<file path="src/hdl/arht_queue.sv">
`default_nettype none
// ---------------------------------------------------------------------------
// arht_queue
// four-entry queue between the hashing front and the table back end
// ---------------------------------------------------------------------------
module arht_queue #(
    parameter int W = 8
) (
    input  wire logic         aclk,
    input  wire logic         aresetn,
    input  wire logic         push_valid,
    output logic              push_ready,
    input  wire logic [W-1:0] push_data,
    output logic              pop_valid,
    input  wire logic         pop_ready,
    output logic      [W-1:0] pop_data
);

    localparam int QD = 4;
    localparam int PW = $clog2(QD);

    logic [W-1:0]  buf_reg [QD];
    logic [PW-1:0] wr_ptr_reg, wr_ptr_next;
    logic [PW-1:0] rd_ptr_reg, rd_ptr_next;
    logic [PW:0]   fill_reg, fill_next;
    logic          do_push, do_pop;

    assign push_ready = fill_reg != (PW+1)'(QD);
    assign pop_valid  = fill_reg != '0;
    assign do_push    = push_valid && push_ready;
    assign do_pop     = pop_valid && pop_ready;
    assign pop_data   = buf_reg[rd_ptr_reg];

    always_comb begin
        wr_ptr_next = do_push ? wr_ptr_reg + PW'(1) : wr_ptr_reg;
        rd_ptr_next = do_pop ? rd_ptr_reg + PW'(1) : rd_ptr_reg;
        fill_next   = fill_reg + (PW+1)'(do_push) - (PW+1)'(do_pop);
    end

    always_ff @(posedge aclk) begin
        if (!aresetn) begin
            wr_ptr_reg <= '0;
            rd_ptr_reg <= '0;
            fill_reg   <= '0;
        end else begin
            wr_ptr_reg <= wr_ptr_next;
            rd_ptr_reg <= rd_ptr_next;
            fill_reg   <= fill_next;
        end
    end

    always_ff @(posedge aclk) begin
        if (do_push) begin
            buf_reg[wr_ptr_reg] <= push_data;
        end
    end

endmodule
`default_nettype wire

</file>
<file path="config.mk">
export PLATFORM = sky130hd
export DESIGN_NAME = arht_queue
export DESIGN_NICKNAME = d
export VERILOG_FILES = /design/src/hdl/arht_queue.sv
export SDC_FILE = /design/constraint.sdc
export NUM_CORES = 1
export LEC_CHECK = 0
export ABC_AREA = 1
export BUFFER_PORTS_ARGS = -buffer_cell sky130_fd_sc_hd__buf_4
export CORE_MARGIN = 5
export CORE_UTILIZATION = 63
export CTS_BUF_LIST = sky130_fd_sc_hd__clkbuf_8
export CTS_CLUSTER_DIAMETER = 120
export DETAILED_ROUTE_END_ITERATION = 10
export HOLD_SLACK_MARGIN = 0.03
export PLACE_DENSITY_LB_ADDON = 0.05
export SETUP_SLACK_MARGIN = 0.15
export SYNTH_ARGS = -nofsm -noshare
export SYNTH_HDL_FRONTEND = slang
export SYNTH_SLANG_ARGS = --single-unit
export TNS_END_PERCENT = 50
</file>
<file path="constraint.sdc">
create_clock -name aclk -period 4.1 [get_ports aclk]
set_clock_uncertainty 0.05 [all_clocks]
set_input_delay 0.205 -clock aclk [delete_from_list [all_inputs] [get_ports aclk]]
set_output_delay 0.205 -clock aclk [all_outputs]
set_load 0.02 [all_outputs]
</file>
==> out/metrics.csv <==
metric,value,unit
RSZ-0062 raised after global routing,false,
CP peak stage delay,0.36,ns
vias in the first global route,1027,
post-synth top area share,57.3,%
Die Y,61.6,µm
clk root buf,clkbuf_8,
GPL Wtd Cong,0.681,
final wirelength,2820,µm
R2R depth,10,
# Max-Cap Violations,0,
yosys warns,0,
IO Pins,22,
"most common cell after layout, fill and taps aside",edfxtp_1,
CP Cell Sequence,"nor2_2, nand2_2, nand2_1, ha_1, inv_1, ha_1, inv_1, fa_1, o21ai_0, nor2_1",
maximum VDD drop,567,µV
Vias per Instance,5.39,
first-iteration detailed-routing DRC count,43,
register area share after synthesis,68.1,%
"Avg Cell Area, Syn",11.9,µm²
P_leak,0.779,nW
period utilization,50.0,%
top post-synthesis cells by area,"edfxtp_1 (57%), dfxtp_1 (11%), nor2_1 (6.0%), ha_1 (4.5%), o21ai_0 (3.9%)",
crit path max fanout,6,
chip width,61.6,µm
area of the multi-input gates,453,µm²
most frequent cells in the layout,"edfxtp_1 (32), nor2_1 (27), buf_4 (21)",
max FFs per register,32,
mean routed wirelength per cell,14.2,µm
Pint,837,µW
ant diodes,0,
antenna violations before repair,0,
H-tree lvl count,2,
hold path depth,1,
postcts setup bufs,0,
initial core utilization,66.5,%
setup TNS,0,ns
Vias,1067,
Pins Over Slew Limit,0,
Post-Synthesis Cell Area,1680,µm²
f_max,488,MHz
fill cell count,163,
row cnt,18,
final hold vios,0,
sequential cell area,1140,µm²
CTS buffer count,5,
Clock power frac,24.5,%
nets,186,
first-pass GRT wire length,4470,µm
Comb power frac,30.7,%
PortBufs,21,
Worst Tran Pin Value,0.751,ns
layout cells sized above 1,20.8,%
Hold Buf Count CTS,0,
CTS sink count,41,
Hold Crit Class,in -> reg,
Setup Viol. Count Final,0,
worst skew pair latency,0.29,ns
post-synth net total,160,
Clock Path Buffers,2,
clock slew at reported path FFs,0.07,ns
CP Capture Type,flop,
Seq cells post-synth,41,
Net Switching,414,µW
global-route usage over all layers,17.7,%
hpwl dp,1970,µm
Post-Syn Instances,141,
CORE AREA,2520,µm²
die area,3790,µm²
"Slowest-stage cell, CP",dfxtp_1,
GRT overflow,0,
Rel. slew slack,49.8,%
post-CTS sizing,0,
drt pass-1 iters,4,
Crit Path Class,reg -> reg,
remaining antenna violation count,0,
crit path launch type,flop,
area added between synthesis and finish,16.7,%
"Req. time, crit path",4.23,ns
ratio of total power to cell area,639,nW/µm²
CTS tree,done,
post-synth top area cell,edfxtp_1,
crit path DAT,2.18,ns
Sw Ratio,33.1,%
Remaining DRCs,0,
Unique masters post-synth,18,
sequential power share,44.9,%
fin util,77.6,%
fin crit period,2.05,ns
status,completed,
pin count of the biggest net entering global routing,18,
worst paths after layout:
path,endpoint,from,slack (ns)
min reg2reg,rd_ptr_reg[0]$_SDFFE_PN0P_,rd_ptr_reg[0]$_SDFFE_PN0P_,0.47
min,buf_reg[0][6]$_DFFE_PP_,push_data[6],0.06
max reg2reg,fill_reg[2]$_SDFF_PN0_,fill_reg[1]$_SDFF_PN0_,2.05
max,fill_reg[2]$_SDFF_PN0_,fill_reg[1]$_SDFF_PN0_,2.05
cells in the mapped netlist:
cell type   n
a21boi_0    2
a21oi_1     4
buf_6       2
dfxtp_1     9
edfxtp_1   32
fa_1        1
ha_1        6
inv_1      15
inv_2       1
nand2_1    11
nand2_2     2
nand3_1     3
nor2_1     27
nor2_2      1
o21ai_0    13
o21ai_1     1
o21ai_2     3
o22ai_1     8
per-stage QoR:
| step | cell area [µm²] | power, mW | hold slack, ns | cells | setup slack [ns] |
|---|---|---|---|---|---|
| global route | 1960 | 1.33 | 0.0337 | 198 | 1.85 |
| finish | 1960 | 1.25 | 0.0593 | 198 | 2.05 |
| global placement | 1850 | 0.931 | 0.354 | 190 | 2.14 |
| floorplan | 1680 | 0.820 | 0.253 | 141 | 2.12 |
| CTS | 1960 | 1.26 | 0.0427 | 198 | 2.04 |
| detailed placement | 1850 | 0.954 | 0.358 | 190 | 2.05 |
power by group through the flow:
stage | clock (mW) | sequential, mW | combinational, mW
after global placement | 0 | 0.565 | 0.366
after detailed placement | 0 | 0.570 | 0.384
after floorplan | 0 | 0.551 | 0.269
final | 0.306 | 0.561 | 0.384
after global routing | 0.334 | 0.570 | 0.428
after CTS | 0.314 | 0.561 | 0.388
worst max-delay path, delay by kind of cell (launching register included):
family                     cells  cell delay, ns
adders and majority gates      3            0.74
and+or+nand+nor                4            0.53
DFF                            1            0.36
AOI/OAI and AO/OA              1            0.17
buffers and inverters          2            0.11
area by class of cell:
type	count	share of cell area, %
clock buffers	5	3.52
clock inverters	3	1.98
inverters	16	3.07
multi-input cells	82	23.1
flip-flops and latches	41	58.3
well taps	30	1.92
repair buffers	21	8.06
cell families (layout without fill, tap and decap cells):
| kind of cell | count (synthesis) | after routing | share of synthesized area, % |
|---|---|---|---|
| simple gates | 44 | 44 | 10.5 |
| flops | 41 | 41 | 68.1 |
| compound gates | 31 | 31 | 10.8 |
| buf+inv | 18 | 45 | 4.92 |
| fa+ha+maj | 7 | 7 | 5.67 |
layer usage:
metal / up-vias / GRT usage (%) / routed length (µm)
li1: 537 / - / -
met1: 487 / 16.8 / 1040
met2: 37 / 33.2 / 1560
met3: 6 / 6.92 / 175
met4: 0 / 7.58 / 51
met5: - / 0 / 0
(Power assumes the default switching activity.)
