$ cat src/hdl/arht_pkg.sv
`default_nettype none
// ---------------------------------------------------------------------------
// arht_pkg
// shared types and constants of the allocation record hash table
// ---------------------------------------------------------------------------
package arht_pkg;

    // request modes
    localparam logic [1:0] MODE_ALLOC   = 2'd0;
    localparam logic [1:0] MODE_REALLOC = 2'd1;
    localparam logic [1:0] MODE_FREE    = 2'd2;
    localparam logic [1:0] MODE_NONE    = 2'd3;

    // result status codes
    localparam logic [2:0] ST_OK       = 3'd0;
    localparam logic [2:0] ST_DUP      = 3'd1;
    localparam logic [2:0] ST_FULL     = 3'd2;
    localparam logic [2:0] ST_UNKNOWN  = 3'd3;
    localparam logic [2:0] ST_MISMATCH = 3'd4;

    // configuration register indexes
    localparam logic [1:0] CFG_BASE_USAGE  = 2'd0;
    localparam logic [1:0] CFG_MAX_ENTRIES = 2'd1;

    localparam logic [15:0] BASE_USAGE_RST  = 16'd48;
    localparam logic [10:0] MAX_ENTRIES_RST = 11'd512;
    localparam logic [47:0] USAGE_MAX       = 48'hFFFF_FFFF_FFFF;

    // hash constants
    localparam logic [31:0] HASH_MASK = 32'h3fff_ffff;
    localparam int unsigned HSH_A = 18;
    localparam int unsigned HSH_B = 31;
    localparam int unsigned HSH_C = 11;
    localparam int unsigned HSH_D = 6;
    localparam int unsigned HSH_E = 22;

    typedef struct packed {
        logic [1:0]  mode;
        logic [63:0] address;
        logic [31:0] size;
        logic [63:0] new_address;
        logic [31:0] new_size;
        logic [15:0] source_tag;
        logic [31:0] line_number;
    } req_t;

    typedef struct packed {
        logic [2:0]  status;
        logic [47:0] usage;
        logic [47:0] peak_usage;
        logic [10:0] live_count;
        logic [9:0]  slot_index;
        logic [31:0] recorded_size;
        logic [15:0] recorded_source;
        logic [31:0] recorded_line;
    } rsp_t;

endpackage
`default_nettype wire

$ cat src/hdl/arht_hash.sv
`default_nettype none
// ---------------------------------------------------------------------------
// arht_hash
// three-stage pipelined 64-to-32 integer hash, masked to a slot index
// ---------------------------------------------------------------------------
module arht_hash import arht_pkg::*; #(
    parameter int IW = 10
) (
    input  wire logic          aclk,
    input  wire logic          en,
    input  wire logic [63:0]   key,
    output logic      [IW-1:0] home
);

    logic [63:0]   s1_reg, s1_next;
    logic [63:0]   s2_reg, s2_next;
    logic [IW-1:0] home_reg, home_next;
    logic [63:0]   a, c, e;
    logic [31:0]   masked;

    always_comb begin
        a       = (~key) + (key << HSH_A);
        s1_next = a ^ (a >> HSH_B);
        // times 21 as shifted adds
        c       = s1_reg + (s1_reg << 2) + (s1_reg << 4);
        s2_next = c ^ (c >> HSH_C);
        e       = s2_reg + (s2_reg << HSH_D);
        masked  = (e[31:0] ^ e[53:22]) & HASH_MASK;
        home_next = masked[IW-1:0];
    end

    always_ff @(posedge aclk) begin
        if (en) begin
            s1_reg   <= s1_next;
            s2_reg   <= s2_next;
            home_reg <= home_next;
        end
    end

    assign home = home_reg;

endmodule
`default_nettype wire

$ cat src/hdl/arht_front.sv
`default_nettype none
// ---------------------------------------------------------------------------
// arht_front
// accepts requests and computes the home slots of both addresses
// ---------------------------------------------------------------------------
module arht_front import arht_pkg::*; #(
    parameter int TABLE_DEPTH = 1024,
    localparam int IW = $clog2(TABLE_DEPTH)
) (
    input  wire logic          aclk,
    input  wire logic          aresetn,
    input  wire logic          hold,
    input  wire logic          s_valid,
    output logic               s_ready,
    input  wire req_t          s_data,
    output logic               out_valid,
    input  wire logic          out_ready,
    output req_t               out_req,
    output logic      [IW-1:0] out_home_a,
    output logic      [IW-1:0] out_home_n
);

    logic [2:0] v_reg, v_next;
    req_t       r0_reg, r1_reg, r2_reg;
    logic       adv;

    assign adv     = !v_reg[2] || out_ready;
    assign s_ready = adv && !hold;

    always_comb begin
        v_next = v_reg;
        if (adv) begin
            v_next = {v_reg[1:0], s_valid && s_ready};
        end
    end

    always_ff @(posedge aclk) begin
        if (!aresetn) begin
            v_reg <= '0;
        end else begin
            v_reg <= v_next;
        end
    end

    always_ff @(posedge aclk) begin
        if (adv) begin
            r0_reg <= s_data;
            r1_reg <= r0_reg;
            r2_reg <= r1_reg;
        end
    end

    arht_hash #(.IW(IW)) u_hash_a (
        .aclk (aclk),
        .en   (adv),
        .key  (s_data.address),
        .home (out_home_a)
    );

    arht_hash #(.IW(IW)) u_hash_n (
        .aclk (aclk),
        .en   (adv),
        .key  (s_data.new_address),
        .home (out_home_n)
    );

    assign out_valid = v_reg[2];
    assign out_req   = r2_reg;

endmodule
`default_nettype wire

$ cat config.mk
export PLATFORM = sky130hd
export DESIGN_NAME = arht_front
export DESIGN_NICKNAME = d
export VERILOG_FILES = /design/src/hdl/arht_pkg.sv /design/src/hdl/arht_hash.sv /design/src/hdl/arht_front.sv
export SDC_FILE = /design/constraint.sdc
export NUM_CORES = 2
export LEC_CHECK = 0
export BUFFER_PORTS_ARGS = -buffer_cell sky130_fd_sc_hd__buf_2
export CAP_MARGIN = 20
export CORE_MARGIN = 3
export CORE_UTILIZATION = 59
export DETAILED_ROUTE_END_ITERATION = 8
export GPL_TIMING_DRIVEN = 0
export PLACE_DENSITY = 0.81
export REMOVE_ABC_BUFFERS = 1
export SLEW_MARGIN = 20
export SYNTH_ARGS = -nofsm -noshare
export SYNTH_HDL_FRONTEND = slang
export SYNTH_SLANG_ARGS = --single-unit
$ cat constraint.sdc
create_clock -name aclk -period 32.9 [get_ports aclk]
set_input_delay 8.225 -clock aclk [delete_from_list [all_inputs] [get_ports aclk]]
set_output_delay 8.225 -clock aclk [all_outputs]
set_load 0.01 [all_outputs]
==> impl_results.md <==
* Worst path max stage delay at 0.62 ns
* Post-synth EDFFs at 896
* Setup Buffers After CTS at 0
* Initial antenna violation count at 12
* Routed Antenna Nets at 0
* Lkg Pwr at approximately 20 nW
* Maxcap violations at 0
* Slew headroom at 0.443
* CP dominant cell by count: buf_2
* Cell-internal power at around 0.0034 W
* CP Cell Sequence: buf_2 -> nor2b_1 -> nor2_1 -> buf_2
* Comb pwr share at 0.495
* Ys async rst share at 0
* Slowest stage cell, crit path: nor2b_1
* Layout cell share with drive strength beyond 1 at 0.203
* Final Max Tran Viols at 0
* CP endpoint kind: output port
* Post-Syn Instances at 2743
* Post-synthesis sequential area ratio at 0.653
* CTS tree: yes
* # setup viols final at 0
* Post-route setup slack at approximately 15 ns
* Sw Share at 0.379
* Pre-CTS setup slack at between 15 and 20 ns
* Status: finished clean
* Peak supply drop at roughly 0.076 mV
* Rows at 96
* Detail Placement HPWL at a little under 80000 µm
* Commonest cells in the netlist: edfxtp_1 (896), xnor2_1 (236), ha_1 (222)
* Die Y-Extent at 271 µm
* Reg power frac at 0.317
* First-pass GRT wire length at 153000 µm
* DRC at 0
* Clk pin slew, worst setup/hold paths at around 0.06 ns
* Pwr dens at 113 mW/mm²
* PostCTS Resize Cnt at 0
* Mapped Avg Cell Area at roughly 15 µm²
* Synth top area cells: edfxtp_1 (65%), ha_1 (6.7%), xnor2_1 (5.0%)
* CP required at roughly 25 ns
* Actual slew at the worst max-slew pin at 0.833 ns
* WL/cell at 23.5 µm
* Clock power frac at 0.188
* Flops & latches, synth at 899
* Total Wirelength at approximately 100000 µm
* Vias in the first global route at approximately 25000
* I/O Pins at 511
* CTS Buf Count at 89
* Fmax achieved at 57.1 MHz
* Synth area leader: edfxtp_1
* Hold Path Class: flop to flop
* Final Skew at roughly 0.053 ns
* NetSw at approximately 0.0021 W
* Tmin final at 17.50 ns
* DR vias at 25107
* Critical Path Fanout Max at 6
* Largest net degree at the start of global routing at about 120
* CTS Buffer Depth at 3
* Critical path launch point type: input pin
* Core area at 0.0689 mm²
* Critical path class: input pin to output port
* Multi-input gate area at between 0.01 and 0.015 mm²
* Gr ovfl total at 0
* Mapped Area at about 0.041 mm²
* Initial Util at 0.599
* Gr usage total at 0.278
* Count leader, synth: edfxtp_1
* CTS root buffer: clkbuf_16
* Final Hold Fails at 0
* Top cell type's share of synthesized area at 0.652
* Port-buffer cells at 510
* FF/Latch Area at between 0.02 and 0.03 mm²
* Die area at 0.0732 mm²
* RSZ-0062 raised after global routing: false
* Overall Power at ~0.0055 W
* Drt first pass iters at 6
* Gpl congestion at between 0.9 and 1
* Clock sinks at ~900
* Synthesis-to-layout area growth at 16.7%
* Post-synth top flop: edfxtp_1
* H-tree Lvls at 3
* Fin nets at ~3900
* Vias per cell at a little under 6
* Syn. warnings at 0
* Finished Core Util at 0.699
* Number of fill cells at 4673
* Skew-Pair Late Insertion Delay at 0.66 ns
* Arrival time worst endpoint at 9.28 ns
* Yosys cell types at 74
* Die width at 271 µm
* Fin Setup TNS at 0 ns
* Fin crit share at 0.532
* DR iter-0 viols at between 2000 and 2500
* Post-cts hold buffer count at 0
path summary, 6_finish.rpt:
check,from,to,slack [ns],cells past startpoint
worst max register to register,u_hash_a.s1_reg[0],u_hash_a.s2_reg[26],28.68,12
worst min register to register,r0_reg[150],r1_reg[150],0.39,0
worst max-delay path,out_ready,s_ready,15.40,4
worst min-delay path,r0_reg[150],r1_reg[150],0.39,0
per-stage QoR:
step                      instance area [µm²]  instances  hold slack [ns]
after global placement                  44900       4160            0.400
after global routing                    48200       4340            0.394
after CTS                               48200       4332            0.387
after detailed placement                45100       4168            0.405
after floorplan                         41200       2719            0.400
final                                   48200       4342            0.395
worst max-delay path, delay by kind of cell:
family                 cells  cell delay, ns
and+or+nand+nor            2            0.76
buffers and inverters      2            0.29
cells by family after synthesis:
family	count (synthesis)	share of synthesized area
buffers and inverters	155	0.0143
AND/OR/NAND/NOR	413	0.0491
XOR/XNOR	334	0.0729
AO/OA/AOI/OAI	632	0.102
flip-flops	899	0.653
multiplexers	6	0.00145
adder cells (fa/ha/maj)	304	0.107
power by group through the flow:
stage	combinational, W	clock (W)	sequential, W
finish	0.00270	0.00103	0.00173
global route	0.00298	0.00109	0.00175
CTS	0.00269	0.00105	0.00173
detailed placement	0.00267	0	0.00175
global placement	0.00260	0	0.00176
floorplan	0.00203	0	0.00174
metal layers:
metal	routed length (µm)	GRT usage
met1	40300	0.357
met2	50800	0.468
met3	6940	0.0604
met4	4030	0.105
met5	12	0
area by class of cell:
cell class | instances | area share
Tap cell | 931 | 0.0242
Inverter | 131 | 0.0104
Timing Repair Buffer | 518 | 0.0575
Clock buffer | 104 | 0.0474
Clock inverter | 60 | 0.0153
Antenna cell | 10 | 0.000519
Multi-Input combinational cell | 1689 | 0.285
Sequential cell | 899 | 0.560
cells in the final DEF (no fill, tap or decap), types with 12 or more instances in the layout:
master	n
clkbuf_16	89
o211ai_1	15
fa_1	82
xnor2_1	236
nand2b_1	17
edfxtp_1	896
o21bai_1	24
nor3_1	22
nor2b_1	24
buf_2	510
o21ai_0	93
clkbuf_1	15
o31ai_1	12
nand4_1	20
and2_1	15
inv_1	130
a21o_1	130
xor2_1	92
nand2_1	118
nor2_1	90
a21oi_1	183
nand3_1	42
and3_1	27
ha_1	222
a31oi_1	26
a211oi_1	14
o21a_1	28
clkinv_2	15
Power figures use the tool's default switching activity.
